$ cat config.mk
export PLATFORM = sky130hd
export DESIGN_NAME = magnetometer_hard_iron_heading
export DESIGN_NICKNAME = d
export VERILOG_FILES = /design/src/mhih_pkg.sv /design/src/magnetometer_hard_iron_heading.sv
export SDC_FILE = /design/constraint.sdc
export NUM_CORES = 1
export LEC_CHECK = 0
export BUFFER_PORTS_ARGS = -buffer_cell sky130_fd_sc_hd__buf_2
export CAP_MARGIN = 25
export CORE_MARGIN = 2
export CORE_UTILIZATION = 55
export DETAILED_ROUTE_END_ITERATION = 8
export PLACE_DENSITY = 0.74
export SYNTH_ARGS = -nofsm -noshare
export SYNTH_HDL_FRONTEND = slang
export SYNTH_SLANG_ARGS = --single-unit
$ cat constraint.sdc
create_clock -name clk -period 13.81 [get_ports clk]
set_input_delay 2.0715 -clock clk [delete_from_list [all_inputs] [get_ports clk]]
set_output_delay 2.0715 -clock clk [all_outputs]
set_load 0.02 [all_outputs]
$ cat src/mhih_pkg.sv
// Shared constants and the CORDIC arctangent table for the hard-iron heading block.
package mhih_pkg;

  // Angle format: degrees with 16 fraction bits
  localparam int FRAC_BITS = 16;
  localparam int ANG_W     = 25;
  localparam int DEG_W     = 9;
  localparam int TAB_LEN   = 24;
  localparam int TAB_IDX_W = 5;

  localparam logic [ANG_W-1:0] DEG90_Q  = ANG_W'(90  << FRAC_BITS);
  localparam logic [ANG_W-1:0] DEG180_Q = ANG_W'(180 << FRAC_BITS);
  localparam logic [ANG_W-1:0] DEG360_Q = ANG_W'(360 << FRAC_BITS);

  localparam logic [DEG_W-1:0] HEAD_0   = DEG_W'(0);
  localparam logic [DEG_W-1:0] HEAD_90  = DEG_W'(90);
  localparam logic [DEG_W-1:0] HEAD_270 = DEG_W'(270);
  localparam logic [DEG_W-1:0] HEAD_360 = DEG_W'(360);

  // atan(2^-i) in degrees, Q.16, rounded to nearest
  function automatic logic [ANG_W-1:0] atan_q16(input logic [TAB_IDX_W-1:0] idx);
    logic [ANG_W-1:0] v;
    unique case (idx)
      5'd0:    v = ANG_W'(2949120);
      5'd1:    v = ANG_W'(1740967);
      5'd2:    v = ANG_W'(919879);
      5'd3:    v = ANG_W'(466945);
      5'd4:    v = ANG_W'(234379);
      5'd5:    v = ANG_W'(117304);
      5'd6:    v = ANG_W'(58666);
      5'd7:    v = ANG_W'(29335);
      5'd8:    v = ANG_W'(14668);
      5'd9:    v = ANG_W'(7334);
      5'd10:   v = ANG_W'(3667);
      5'd11:   v = ANG_W'(1833);
      5'd12:   v = ANG_W'(917);
      5'd13:   v = ANG_W'(458);
      5'd14:   v = ANG_W'(229);
      5'd15:   v = ANG_W'(115);
      5'd16:   v = ANG_W'(57);
      5'd17:   v = ANG_W'(29);
      5'd18:   v = ANG_W'(14);
      5'd19:   v = ANG_W'(7);
      5'd20:   v = ANG_W'(4);
      5'd21:   v = ANG_W'(2);
      5'd22:   v = ANG_W'(1);
      default: v = '0;
    endcase
    return v;
  endfunction

endpackage

$ cat src/magnetometer_hard_iron_heading.sv
// Hard-iron min/max calibration and CORDIC compass heading, top level.
//
// Channel | Dir | Signals                   | Contents
// --------+-----+---------------------------+-------------------------------------------
// s       | in  | s_tvalid s_tready s_tdata | raw sample: mag_x, mag_y, mag_z
// m       | out | m_tvalid m_tready m_tdata | cal_x, cal_y, cal_z, heading_deg
//
// A sample passes from accept to the next accept through the accept step, the setup
// steps (update, offset, correction, prep), N passes of the shared shift/add CORDIC
// unit (N being min(CORDIC_ITERATIONS, 24)), a clamp step and a quadrant-mapping step.
// A zero corrected X or Y skips the CORDIC passes.
// s_tready is high only while the sequencer is idle. A result sits in the
// output register until taken; a stalled output holds the sequencer in its last step.
// rst is synchronous and clears the running max/min/offset of each axis to zero.
module magnetometer_hard_iron_heading #(
  parameter int SAMPLE_WIDTH      = 16,
  parameter int CORDIC_ITERATIONS = 16,
  localparam int S_TDATA_W = ((3 * SAMPLE_WIDTH + 7) / 8) * 8,
  localparam int M_TDATA_W = ((3 * SAMPLE_WIDTH + 9 + 7) / 8) * 8
) (
  input  logic                 clk,
  input  logic                 rst,
  input  logic                 s_tvalid,
  output logic                 s_tready,
  input  logic [S_TDATA_W-1:0] s_tdata,   // mag_x, mag_y, mag_z, zero pad
  output logic                 m_tvalid,
  input  logic                 m_tready,
  output logic [M_TDATA_W-1:0] m_tdata    // cal_x, cal_y, cal_z, heading_deg, zero pad
);

  import mhih_pkg::*;

  localparam int SW     = SAMPLE_WIDTH;
  localparam int XW     = SAMPLE_WIDTH + 3;
  localparam int N_ITER = (CORDIC_ITERATIONS < TAB_LEN) ? CORDIC_ITERATIONS : TAB_LEN;
  localparam int CW     = (N_ITER > 1) ? $clog2(N_ITER) : 1;
  localparam int OUT_W  = 3 * SW + DEG_W;
  localparam logic [CW-1:0] LAST_ITER = CW'(N_ITER - 1);

  typedef enum logic [2:0] {
    ST_IDLE, ST_UPD, ST_OFS, ST_CAL, ST_PREP, ST_ITER, ST_CLAMP, ST_HEAD
  } state_t;

  state_t state;

  // Per-axis calibration state and working values
  logic signed [SW-1:0] axis_maximum [3];
  logic signed [SW-1:0] axis_minimum [3];
  logic signed [SW-1:0] axis_offset  [3];
  logic signed [SW-1:0] smp          [3];
  logic signed [SW-1:0] cal_val      [3];
  logic        [2:0]    upd;

  // CORDIC working registers
  logic signed [XW-1:0]    cx;
  logic signed [XW-1:0]    cy;
  logic signed [ANG_W-1:0] cz;
  logic        [CW-1:0]    cnt;
  logic                    x_zero;
  logic                    x_neg;
  logic                    y_zero;
  logic                    y_neg;

  logic signed [XW-1:0]    dx;
  logic signed [XW-1:0]    dy;
  logic signed [ANG_W-1:0] step_ang;
  logic                    cy_pos;
  logic signed [XW-1:0]    abs_x;
  logic signed [XW-1:0]    abs_y;
  logic        [ANG_W-1:0] t_ang;
  logic        [DEG_W-1:0] t_deg;
  logic        [DEG_W-1:0] heading;
  logic                    out_free;

  assign s_tready = (state == ST_IDLE);
  assign out_free = !m_tvalid || m_tready;

  // Shared CORDIC step: barrel shift, table lookup, direction
  assign dx       = cy >>> cnt;
  assign dy       = cx >>> cnt;
  assign step_ang = signed'(atan_q16(TAB_IDX_W'(cnt)));
  assign cy_pos   = !cy[XW-1] && (cy != '0);

  // Magnitudes of the corrected X and Y
  always_comb begin
    abs_x = XW'(cal_val[0]);
    abs_y = XW'(cal_val[1]);
    if (cal_val[0][SW-1]) begin
      abs_x = -abs_x;
    end
    if (cal_val[1][SW-1]) begin
      abs_y = -abs_y;
    end
  end

  // Quadrant mapping and wrap into 0..359
  always_comb begin
    if (!x_neg) begin
      t_ang = y_neg ? (DEG360_Q - cz) : ANG_W'(cz);
    end else begin
      t_ang = (y_neg || y_zero) ? (DEG180_Q + cz) : (DEG180_Q - cz);
    end
    t_deg = t_ang[ANG_W-1:FRAC_BITS];
    if (x_zero) begin
      heading = y_zero ? HEAD_0 : (y_neg ? HEAD_270 : HEAD_90);
    end else if (t_deg >= HEAD_360) begin
      heading = t_deg - HEAD_360;
    end else begin
      heading = t_deg;
    end
  end

  // Sequencer, datapath registers and output register
  always_ff @(posedge clk) begin
    logic signed [SW:0] sum;
    if (rst) begin
      state    <= ST_IDLE;
      m_tvalid <= 1'b0;
      for (int k = 0; k < 3; k++) begin
        axis_maximum[k] <= '0;
        axis_minimum[k] <= '0;
        axis_offset[k]  <= '0;
      end
    end else begin
      // Output drains unless a new result is loaded in the same cycle
      if (m_tvalid && m_tready && (state != ST_HEAD)) begin
        m_tvalid <= 1'b0;
      end
      unique case (state)
        ST_IDLE: begin
          if (s_tvalid) begin
            for (int k = 0; k < 3; k++) begin
              smp[k] <= s_tdata[k*SW +: SW];
            end
            state <= ST_UPD;
          end
        end
        ST_UPD: begin
          for (int k = 0; k < 3; k++) begin
            upd[k] <= (axis_maximum[k] < smp[k]) || (axis_minimum[k] > smp[k]);
            if (axis_maximum[k] < smp[k]) begin
              axis_maximum[k] <= smp[k];
            end else if (axis_minimum[k] > smp[k]) begin
              axis_minimum[k] <= smp[k];
            end
          end
          state <= ST_OFS;
        end
        ST_OFS: begin
          for (int k = 0; k < 3; k++) begin
            sum = (SW+1)'(axis_maximum[k]) + (SW+1)'(axis_minimum[k]);
            if (upd[k]) begin
              axis_offset[k] <= sum[SW:1];
            end
          end
          state <= ST_CAL;
        end
        ST_CAL: begin
          for (int k = 0; k < 3; k++) begin
            cal_val[k] <= smp[k] - axis_offset[k];
          end
          state <= ST_PREP;
        end
        ST_PREP: begin
          x_zero <= (cal_val[0] == '0);
          x_neg  <= cal_val[0][SW-1];
          y_zero <= (cal_val[1] == '0);
          y_neg  <= cal_val[1][SW-1];
          cx     <= abs_x;
          cy     <= abs_y;
          cz     <= '0;
          cnt    <= '0;
          if ((cal_val[0] == '0) || (cal_val[1] == '0)) begin
            state <= ST_CLAMP;
          end else begin
            state <= ST_ITER;
          end
        end
        ST_ITER: begin
          if (cy_pos) begin
            cx <= cx + dx;
            cy <= cy - dy;
            cz <= cz + step_ang;
          end else begin
            cx <= cx - dx;
            cy <= cy + dy;
            cz <= cz - step_ang;
          end
          cnt <= cnt + CW'(1);
          if (cnt == LAST_ITER) begin
            state <= ST_CLAMP;
          end
        end
        ST_CLAMP: begin
          if (cz < 0) begin
            cz <= '0;
          end else if (cz > signed'(DEG90_Q)) begin
            cz <= signed'(DEG90_Q);
          end
          state <= ST_HEAD;
        end
        ST_HEAD: begin
          if (out_free) begin
            m_tvalid <= 1'b1;
            m_tdata  <= M_TDATA_W'({heading, cal_val[2], cal_val[1], cal_val[0]});
            state    <= ST_IDLE;
          end
        end
        default: state <= ST_IDLE;
      endcase
    end
  end

  // Running extremes keep min <= max on every axis
  a_min_le_max: assert property (@(posedge clk) disable iff (rst)
    (axis_minimum[0] <= axis_maximum[0]) && (axis_minimum[1] <= axis_maximum[1]) &&
    (axis_minimum[2] <= axis_maximum[2]))
    else $error("axis minimum above maximum");

  // Iteration count stays inside the table
  a_cnt_range: assert property (@(posedge clk) disable iff (rst)
    (state == ST_ITER) |-> (cnt <= LAST_ITER))
    else $error("CORDIC counter out of range");

  // First-quadrant angle is clamped before mapping
  a_clamped: assert property (@(posedge clk) disable iff (rst)
    (state == ST_HEAD) |-> ((cz >= 0) && (cz <= signed'(DEG90_Q))))
    else $error("angle not clamped");

  // Reported heading stays below 360
  a_heading: assert property (@(posedge clk) disable iff (rst)
    m_tvalid |-> (m_tdata[OUT_W-1 -: DEG_W] < HEAD_360))
    else $error("heading out of range");

  // An accepted sample starts the update step
  a_start: assert property (@(posedge clk) disable iff (rst)
    (s_tvalid && s_tready) |=> (state == ST_UPD))
    else $error("sequencer did not start");

endmodule

**Word level (Yosys, flattened, before mapping)**

Memories as Yosys holds them, arrays and structs flattened. A register that Yosys moved wholly into a read port is not among the register bits.
Cells that the tools add are included.

- Add/subtract/negate cells: 19
- $lt $le $gt $ge: 9
- Equal/unequal tests: 13
- Shift operators: 2
- Multiplexer cells: 84
- Bitwise operators: 10
- Reductions and logical operators: 23

Operator list:

| cell | count |
|---|---|
| 2-to-1 mux 25 bit | 6 |
| 2-to-1 mux 16 bit | 9 |
| 2-to-1 mux 19 bit | 4 |
| case mux 19 bit (2 select lines) | 2 |
| case mux 25 bit (3 select lines) | 1 |
| adder 16 x 16 -> 17 bit | 3 |
| 2-to-1 mux 1 bit | 51 |
| greater-than comparator 16 bit | 3 |
| < comparator 16 bit | 3 |
| subtractor 16 bit | 3 |
| adder 19 bit | 2 |
| negator 16 -> 19 bit | 2 |
| >>> shifter 19 x 4 -> 19 bit | 2 |
| subtractor 19 bit | 2 |
| 2-to-1 mux 9 bit | 4 |
| zero test 16 bit | 2 |
| adder 24 x 25 -> 25 bit (first input constant) | 1 |
| adder 25 bit | 1 |
| greater-than comparator 25 x 24 -> 1 bit (second input constant) | 1 |
| < comparator 25 x 1 -> 1 bit (second input constant) | 1 |
| subtractor 24 x 25 -> 25 bit (first input constant) | 1 |
| subtractor 25 bit | 1 |
| subtractor 25 bit (first input constant) | 1 |
| case mux 3 bit (8 select lines) | 1 |
| 24 further kinds | 53 |

- Bits in registers: 135
- Memory bits (writable): 240
- Bits in read-only memories: 352
- Input port bits: 52
- Memories kept: 6

Memories:

| memory | words | bits a word | read ports | clocked after Yosys merged registers in | wr ports | RTL line | source |
|---|---|---|---|---|---|---|---|
| (name not given) | 16 | 22 | 1 | 1 | 0 | mhih_pkg.sv:23 | `unique case (idx)` |
| axis_maximum | 3 | 16 | 3 | 0 | 3 | magnetometer_hard_iron_heading.sv:47 | `logic signed [SW-1:0] axis_maximum [3];` |
| axis_minimum | 3 | 16 | 3 | 0 | 3 | magnetometer_hard_iron_heading.sv:48 | `logic signed [SW-1:0] axis_minimum [3];` |
| axis_offset | 3 | 16 | 3 | 0 | 3 | magnetometer_hard_iron_heading.sv:49 | `logic signed [SW-1:0] axis_offset [3];` |
| cal_val | 3 | 16 | 3 | 1 | 3 | magnetometer_hard_iron_heading.sv:51 | `logic signed [SW-1:0] cal_val [3];` |
| smp | 3 | 16 | 3 | 0 | 3 | magnetometer_hard_iron_heading.sv:50 | `logic signed [SW-1:0] smp [3];` |

**Logic depth before layout (Yosys ltp)**

Gate-level depths: netlist of run 1.
An unclocked memory read counts as a cell.

- Word-level depth: 8
- Mapped depth: 22

**Worst setup path before layout of run 1**

No wires, ideal clock.

- Kind: input to register
- Start: input rst
- End: register m_tdata[0], read port of cal_val, enable pin
- Setup time: 0.613 ns
- Data arrival time: 8.166 ns
- Slack: 5.031 ns
- Cell stages on the path: 4
- Path buffers: 3
- Path through: clkbuf_1 clkbuf_1 clkbuf_1 nor4_1

- Cells in the longest elaborated chain, start to end: 2

Ends and longest elaborated chain:

| element | RTL line | source |
|---|---|---|
| start: declaration | magnetometer_hard_iron_heading.sv:22 | `input logic rst,` |
| inverter 1 bit (no source line) | n/a |  |
| AND reduction 3 bit (no source line) | n/a |  |
| end: declaration | magnetometer_hard_iron_heading.sv:28 | `output logic [M_TDATA_W-1:0] m_tdata` |

Every way passes these cells.
A chain may end at the register's enable or synchronous reset.

**Final worst setup path of run 1**

- Start: register cnt[2]
- End: register cx[18], data pin

- Cells in the longest elaborated chain, start to end: 4
- Elaborated cells between the ends (all ways): 5

Ends and longest elaborated chain:

| element | RTL line | source |
|---|---|---|
| start: declaration | magnetometer_hard_iron_heading.sv:58 | `logic [CW-1:0] cnt;` |
| start signal: assignment | magnetometer_hard_iron_heading.sv:189 | `cnt <= cnt + CW'(1);` |
| >>> shifter 19 x 4 -> 19 bit * | magnetometer_hard_iron_heading.sv:79 | `assign dx = cy >>> cnt;` |
| subtractor 19 bit / adder 19 bit (equally long branches) | magnetometer_hard_iron_heading.sv:185, magnetometer_hard_iron_heading.sv:181 |  |
| 2-to-1 mux 19 bit * | magnetometer_hard_iron_heading.sv:180 | `if (cy_pos) begin` |
| case mux 19 bit (2 select lines) * | magnetometer_hard_iron_heading.sv:129 | `unique case (state)` |
| end signal: assignment | magnetometer_hard_iron_heading.sv:169 | `cx <= abs_x;` |
| end signal: assignment | magnetometer_hard_iron_heading.sv:181 | `cx <= cx + dx;` |
| end signal: assignment | magnetometer_hard_iron_heading.sv:185 | `cx <= cx - dx;` |
| end: declaration | magnetometer_hard_iron_heading.sv:55 | `logic signed [XW-1:0] cx;` |

Mark *: on every way between the ends. The rest lies on a longest branch, timed or not.

==> results of run 1 <==
placed cells by master, fill, tap and decap left out, drive strengths merged, types with 9 or more instances in the layout:
master    n
edfxtp  371
ha      265
xor2     63
or4      14
or2      20
nand2   150
mux2     18
nor4     25
o22ai    17
mux2i    37
nand3    62
mux4     37
clkbuf   59
or3      25
nor2b    83
o21a     24
a32o     50
clkinv   18
a21o    112
o21ai   117
a31oi    16
buf     136
a211oi   25
nand4    24
a21boi   19
nand2b   32
xnor2   138
o31ai    27
and2     11
a21oi   170
nor2    214
inv     175
nor3    134
o41ai    14
o31a      9
o21bai   18
a311oi    9
fa        9
o211ai   19
dfxtp    26
through the flow:
stage	setup WS [ns]	instance area, um2	hold WS [ns]	utilization [%]	cells
finish	7.71	31100	0.419	60.9	3570
global route	7.23	31100	0.420	60.9	3569
CTS	7.76	31100	0.420	60.9	3569
detailed placement	7.84	29600	0.405	57.9	3484
global placement	8.01	29600	0.407	57.9	3484
floorplan	5.03	28400	0.400	-	2777
sequential cells by signal, indices dropped and copies added, names as in the netlist, 19 cells and up:
name / count
m_tdata: 57
axis_maximum: 48
axis_minimum: 48
axis_offset: 48
cal_val: 48
smp: 48
cz: 25
step_ang: 22
cx: 19
cy: 19
cell type report:
| type | instances | area [um2] | share of cell area [%] |
|---|---|---|---|
| antenna | 1 | 2.50 | 0.00804 |
| clock buffer | 59 | 1240 | 3.99 |
| clock inverter | 26 | 313 | 1.01 |
| inverter | 174 | 653 | 2.10 |
| multi-input combinational | 2097 | 15600 | 50.3 |
| sequential | 397 | 11700 | 37.5 |
| tap | 680 | 851 | 2.73 |
| timing repair buffer | 136 | 746 | 2.40 |
how the worst max path moves through the flow:
stage                                 from                    to  cells past startpoint
after floorplan                        rst  m_tdata[0]$_DFFE_PP_                      4
final                     cnt[2]$_DFFE_PP_      cx[18]$_DFFE_PP_                     18
after global placement    cnt[2]$_DFFE_PP_      cx[18]$_DFFE_PP_                     18
after detailed placement  cnt[2]$_DFFE_PP_      cx[18]$_DFFE_PP_                     18
after global routing      cnt[2]$_DFFE_PP_      cx[18]$_DFFE_PP_                     18
after CTS                 cnt[2]$_DFFE_PP_      cx[18]$_DFFE_PP_                     18
worst max-delay path: cells and delay by family (launching register included):
kind / cells / cell delay [ns]
AND/OR/NAND/NOR: 6 / 1.79
AO/OA/AOI/OAI: 7 / 1.46
buffers and inverters: 2 / 1.07
multiplexers: 1 / 0.71
flip-flops: 1 / 0.32
adder cells (fa/ha/maj): 1 / 0.30
XOR/XNOR: 1 / 0.28
per-layer routing:
layer / wire, um / up-vias
li1: - / 10600
met1: 30000 / 10800
met2: 35400 / 853
met3: 4630 / 190
met4: 2680 / 2
met5: 13 / -
cell families (layout without fill, tap and decap cells):
kind of cell,Yosys count,after routing
other cells,1,8
simple gates,825,825
compound gates,697,697
flops,397,397
mux,92,92
xor+xnor,202,202
fa+ha+maj,274,274
buf+inv,283,395
power by group through the flow:
| stage | clock [mW] | sequential (mW) | combinational [mW] |
|---|---|---|---|
| floorplan | 0 | 1.47 | 0.557 |
| global placement | 0 | 1.49 | 0.709 |
| detailed placement | 0 | 1.50 | 0.732 |
| CTS | 1.28 | 1.47 | 0.739 |
| global route | 1.32 | 1.48 | 0.826 |
| finish | 1.26 | 1.47 | 0.747 |
==> results.json, run 1 <==
{
  "cts_sink_count": 397,
  "cts_hold_buffers_added": 0,
  "port_buffers": 110,
  "filler_instances": 4219,
  "post_syn_instances": 2771,
  "synth_top_cells_by_count": "371 x edfxtp_1, 265 x ha_1, 214 x nor2_1",
  "start_util_pct": 55.5,
  "grt_start_max_net_pins": 63,
  "die_area_um2": 53400,
  "netlist-cell-type-count": 84,
  "ctsHtreeMaxLevel": 2,
  "setup-violations-final": 0,
  "critPathMostFrequentCell": "nor2_1",
  "share_of_post_route_cells_with_drive_strength_above_1_pct": 10.4,
  "gr-usage-met3_pct": 4.06,
  "worst_skew_pair.late_latency_ns": 0.59,
  "crit_path_max_incr_delay_ns": 0.71,
  "worstRegToRegCells": 18,
  "r2r_slack_ns": 7.71,
  "total_leakage_power_nw": 12.8,
  "synth.top_cells.by_area": "edfxtp_1 39%, ha_1 12%, xnor2_1 4.3%, a21oi_1 3.0%, a21o_1 3.0%",
  "whs_endpoint": "m_tdata[32]$_DFFE_PP_",
  "cts_tree": "done",
  "slew-limit-headroom_pct": 35.2,
  "post-route-drc-count": 0,
  "crit_path_max_fanout": 38,
  "endpoint_kind": "flop",
  "timing.final.max_slew_violations": 0,
  "switching_power_summed_over_all_nets_mw": 1.03,
  "synthMostInstantiatedCell": "edfxtp_1",
  "synth_async_sr_flop_share_pct": 0,
  "detailed_place_hpwl_um": 52800,
  "grt_setup_unrepaired": "no",
  "synth_area_in_compound_gates_pct": 16.7,
  "num_rows": 83,
  "core-area_um2": 51100,
  "design.final.nets": 3178,
  "grtUsageTotal_pct": 27.1,
  "ctsRootBufferMaster": "clkbuf_16",
  "cts_setup_buffers": 0,
  "drtIter0Drc": 2004,
  "ir_worst_vdd_mv": 0.108,
  "crit_path_launch_type": "flop",
  "routed_wirelength_normalized_by_instance_count_um": 20.4,
  "worst_r2r_startpoint": "cnt[2]$_DFFE_PP_",
  "timing.final.crit_share_pct": 44.2,
  "top_usage_layer": "met2",
  "dieWidth_um": 231,
  "min_delay_path_depth": 0,
  "post-layout-total-power_mw": 3.48,
  "synth_xor_area_share_pct": 6.30,
  "critical_setup_path_class": "flop to flop",
  "worst_slew_pin_slew_ns": 0.970,
  "synth_enable_flop_cells": 371,
  "gp_routability_congestion": 0.938,
  "post_synth_instance_area_um2": 28300,
  "yosys_warnings": 0,
  "share_comb_of_total_power_pct": 21.4,
  "synth_seq_cells": 397,
  "cap_violations": 0,
  "area_fraction_of_the_dominant_cell_type_after_synthesis_pct": 39.3,
  "drt_wl_total_um": 72800,
  "clock_tree.buffer_depth": 3,
  "grt_remaining_overflow": 0,
  "clk_pwr_share_pct": 36.3,
  "synth_simple_gate_area_share_pct": 14.5,
  "synth_ff_type": "edfxtp_1",
  "critPathArrivalTime_ns": 6.53,
  "synth_top_family_by_area": "compound AO/OA/AOI/OAI gates",
  "post_synth_fa_ha_maj_area_fraction_pct": 12.3,
  "fmax_ghz": 0.164,
  "hold_viol": 0,
  "vias_per_cell": 6.27,
  "cts_repair_resize_count": 0,
  "io_pins": 118,
  "worst_r2r_endpoint": "cx[18]$_DFFE_PP_",
  "syn_area_per_cell_um2": 10.2,
  "cp_slowest_cell": "mux4_2",
  "seq_power_share_pct": 42.2,
  "clkTransAtPathRegs_ns": 0.06,
  "grt_pass1_wl_um": 116000,
  "areaGrowthSynthToFinish_pct": 9.80,
  "final.min_clock_period_ns": 6.10,
  "antenna_left": 0,
  "num_vias": 22400,
  "numCtsBuffers": 46,
  "cp_data_required_time_ns": 14.24,
  "final.setup_skew_ns": 0.0143,
  "grt.met2_usage_pct": 46.5,
  "hp-start": "cal_val[2][0]$_DFFE_PP_",
  "antenna_found_initial": 2,
  "grt_pass1_vias": 22600,
  "synth_seq_area_share_pct": 41.1,
  "p_int_mw": 2.46,
  "power_per_cell_area_nw_per_um2": 112,
  "die_ht_um": 231,
  "synth_largest_area_cell": "edfxtp_1",
  "cp_cell_sequence": "buf_4, clkinv_1, mux4_2, or4_1, a21bo_1, nor4_4, nand3_1, o21a_1, nor2_1, o22ai_1, ha_1, or3_1, o21ai_0, a21oi_1, a41o_1, o41ai_1, xor3_1, nor2_1",
  "netSwitchingFraction_pct": 29.5,
  "worstHoldPathType": "flop to flop",
  "aggregate_negative_setup_slack_ns": 0,
  "pre_antenna_drt_iters": 7,
  "grt.met1_usage_pct": 34.1,
  "run_status": "finished, final reports clean",
  "synth.area.mux_share_pct": 5.06
}
Power figures use the tool's default switching activity.
==> run 2, diff against run 1 <==
clock period = 5.64 ns   (was 13.81 ns; I/O delays follow)
==> run 2 against run 1 <==
  * Die area stayed put
  * Clock skew up 0.018 ns
  * Power is 140% higher
  * Sequential share of layout area shrank 0.093 points
  * Largest cell class unchanged
  * Via count is 0.55% lower
  * Clock power rose by 140%
  * Critical endpoint is now cz[23]$_DFFE_PP_
  * Maximum frequency grew 16%
  * Combinational power increased by 140%
==> results.json, run 2 (synthesis results as in run 1) <==
{
  "insertedDiodeCount": 0,
  "ctsRootBufferMaster": "clkbuf_16",
  "run_status": "finished, final reports clean",
  "worst_r2r_endpoint": "cz[23]$_DFFE_PP_",
  "dp_cells": 3497,
  "routed_wl_met2_um": 35300,
  "worst_slew_pin_slew_ns": 1.03,
  "registers.top_by_ff_count": "m_tdata",
  "cts_repair_resize_count": 0,
  "antenna_found_initial": 2,
  "cap_violations": 0,
  "final.setup_skew_ns": 0.0322,
  "cts_sink_count": 397,
  "worst_skew_pair.late_latency_ns": 0.60,
  "num_vias": 22300,
  "grt_pass1_wl_um": 116000,
  "aggregate_negative_setup_slack_ns": 0,
  "grt_pass1_vias": 22100,
  "cp_cell_sequence": "nor4_1, nand3_1, nor4_1, buf_4, inv_1, nand2_1, buf_4, o31ai_1, xnor2_1, ha_1, a21o_1, a2111oi_0, buf_4, nor3_1, a2111oi_0, buf_4, o31ai_1, xnor2_1, nor2_1",
  "vias_per_cell": 6.22,
  "final.min_clock_period_ns": 5.24,
  "switching_power_summed_over_all_nets_mw": 2.49,
  "timing.final.crit_share_pct": 93.0,
  "drtIter0Drc": 1862,
  "crit_path_max_fanout": 13,
  "worst_r2r_startpoint": "cy[13]$_DFFE_PP_",
  "setup-violations-final": 0,
  "clk_pwr_share_pct": 35.3,
  "drt_wl_total_um": 73000,
  "design.final.nets": 3194,
  "detailed_place_hpwl_um": 52600,
  "num_rows": 83,
  "ctsHtreeMaxLevel": 2,
  "worstHoldPathType": "primary input to flop",
  "netSwitchingFraction_pct": 29.6,
  "grtUsageTotal_pct": 27.1,
  "die_area_um2": 53400,
  "fin_hold_ws_ns": 0.415,
  "grt_setup_unrepaired": "no",
  "grt_start_max_net_pins": 62,
  "metal_1_wl_um": 30800,
  "power_per_cell_area_nw_per_um2": 269,
  "ir_worst_vdd_mv": 0.257,
  "grt_remaining_overflow": 0,
  "largest_register_ff_count": 57,
  "filler_instances": 4173,
  "gp_routability_congestion": 0.920,
  "highest_count_cells_in_the_layout_ignoring_fill_and_taps": "371 x edfxtp_1, 265 x ha_1, 213 x nor2_1, 171 x inv_1, 169 x a21oi_1",
  "timing.final.max_slew_violations": 0,
  "core-area_um2": 51100,
  "critPathArrivalTime_ns": 5.55,
  "port_buffers": 110,
  "fmax_ghz": 0.191,
  "routed_wirelength_normalized_by_instance_count_um": 20.4,
  "crit_path_max_incr_delay_ns": 0.53,
  "clkTransAtPathRegs_ns": 0.06,
  "dieWidth_um": 231,
  "io_pins": 118,
  "pre_antenna_drt_iters": 5,
  "slew-limit-headroom_pct": 30.6,
  "wl_met3_um": 4370,
  "top_cell_family_by_delay_on_the_critical_path": "compound AO/OA/AOI/OAI gates",
  "layout.cells.non_filler": 3583,
  "share_comb_of_total_power_pct": 21.8,
  "hold_viol": 0,
  "dr.max_layer_used": "met4",
  "cts_tree": "done",
  "antenna_left": 0,
  "critical_setup_path_class": "flop to flop",
  "crit_path_launch_type": "flop",
  "cp-startpoint": "cy[13]$_DFFE_PP_",
  "cp_data_required_time_ns": 5.95,
  "die_ht_um": 231,
  "worstRegToRegCells": 19,
  "post-route-drc-count": 0,
  "endpoint_kind": "flop",
  "cp_slowest_cell": "edfxtp_1",
  "hp-start": "s_tdata[40]",
  "worst-path-buf-inv": 5,
  "share_of_post_route_cells_with_drive_strength_above_1_pct": 10.8,
  "numCtsBuffers": 45,
  "p_int_mw": 5.92,
  "layout.cells.most_common": "edfxtp_1",
  "start_util_pct": 55.5,
  "areaGrowthSynthToFinish_pct": 10.1,
  "critPathCapture": "cz[23]$_DFFE_PP_",
  "critical_path_cell_count": 19,
  "total_leakage_power_nw": 12.9,
  "clock_tree.buffer_depth": 3,
  "r2r_slack_ns": 0.40,
  "post-layout-total-power_mw": 8.40,
  "seq_power_share_pct": 42.9,
  "critPathMostFrequentCell": "buf_4"
}
-- run 2: cell types whose count changed in the layout (fill, tap and decap cells not counted), moves of 2 or more --
cell	before	now
inv_6	2	0
clkbuf_8	2	4
clkinv_2	7	9
bufinv_16	6	4
buf_4	26	42
inv_4	2	0
-- run 2: stage by stage --
| stage | area, um2 | util [%] | worst slack [ns] |
|---|---|---|---|
| after detailed placement | 29700 | 58.1 | 0.213 |
| after floorplan | 28400 | - | 0.351 |
| after global placement | 29700 | 58.1 | 0.445 |
| after CTS | 31200 | 61.0 | 0.227 |
| final | 31200 | 61.1 | 0.397 |
| after global routing | 31200 | 61.1 | 0.0924 |
-- run 2: cell type report --
type / count / area [um2] / area share, %
Clock buffer: 61 / 1250 / 4.00
Clock inverter: 21 / 238 / 0.762
Inverter: 174 / 653 / 2.09
Multi-Input combinational cell: 2097 / 15700 / 50.2
Sequential cell: 397 / 11700 / 37.4
Tap cell: 680 / 851 / 2.73
Timing Repair Buffer: 153 / 886 / 2.84
-- run 2: worst min-delay path by stage --
stage / cells past startpoint / to / slack, ns
floorplan: 0 / m_tdata[32]$_DFFE_PP_ / 0.40
global placement: 0 / m_tdata[35]$_DFFE_PP_ / 0.41
detailed placement: 0 / m_tdata[42]$_DFFE_PP_ / 0.41
CTS: 1 / smp[0][46]$_DFFE_PP_ / 0.39
global route: 1 / smp[0][6]$_DFFE_PP_ / 0.40
finish: 1 / smp[0][40]$_DFFE_PP_ / 0.41
-- run 2: power by group through the flow --
stage | clock network, mW | registers (mW) | logic [mW]
after CTS | 3.02 | 3.60 | 1.81
after global routing | 3.12 | 3.62 | 2.02
final | 2.97 | 3.60 | 1.83
after detailed placement | 0 | 3.66 | 1.79
after floorplan | 0 | 3.59 | 1.37
after global placement | 0 | 3.65 | 1.73
-- run 2: repair_timing --
item	4_1_cts	5_1_grt
endpoints found under the setup margin	0	2
endpoints found under the hold margin	0	0
hold buffers	0	0
buffers inserted	0	4
-- run 2: metal layers --
| metal | global-route usage, % | up-vias |
|---|---|---|
| li1 | - | 10600 |
| met1 | 35.2 | 10800 |
| met2 | 46.6 | 773 |
| met3 | 3.16 | 151 |
| met4 | 10.2 | 0 |
| met5 | 0 | - |
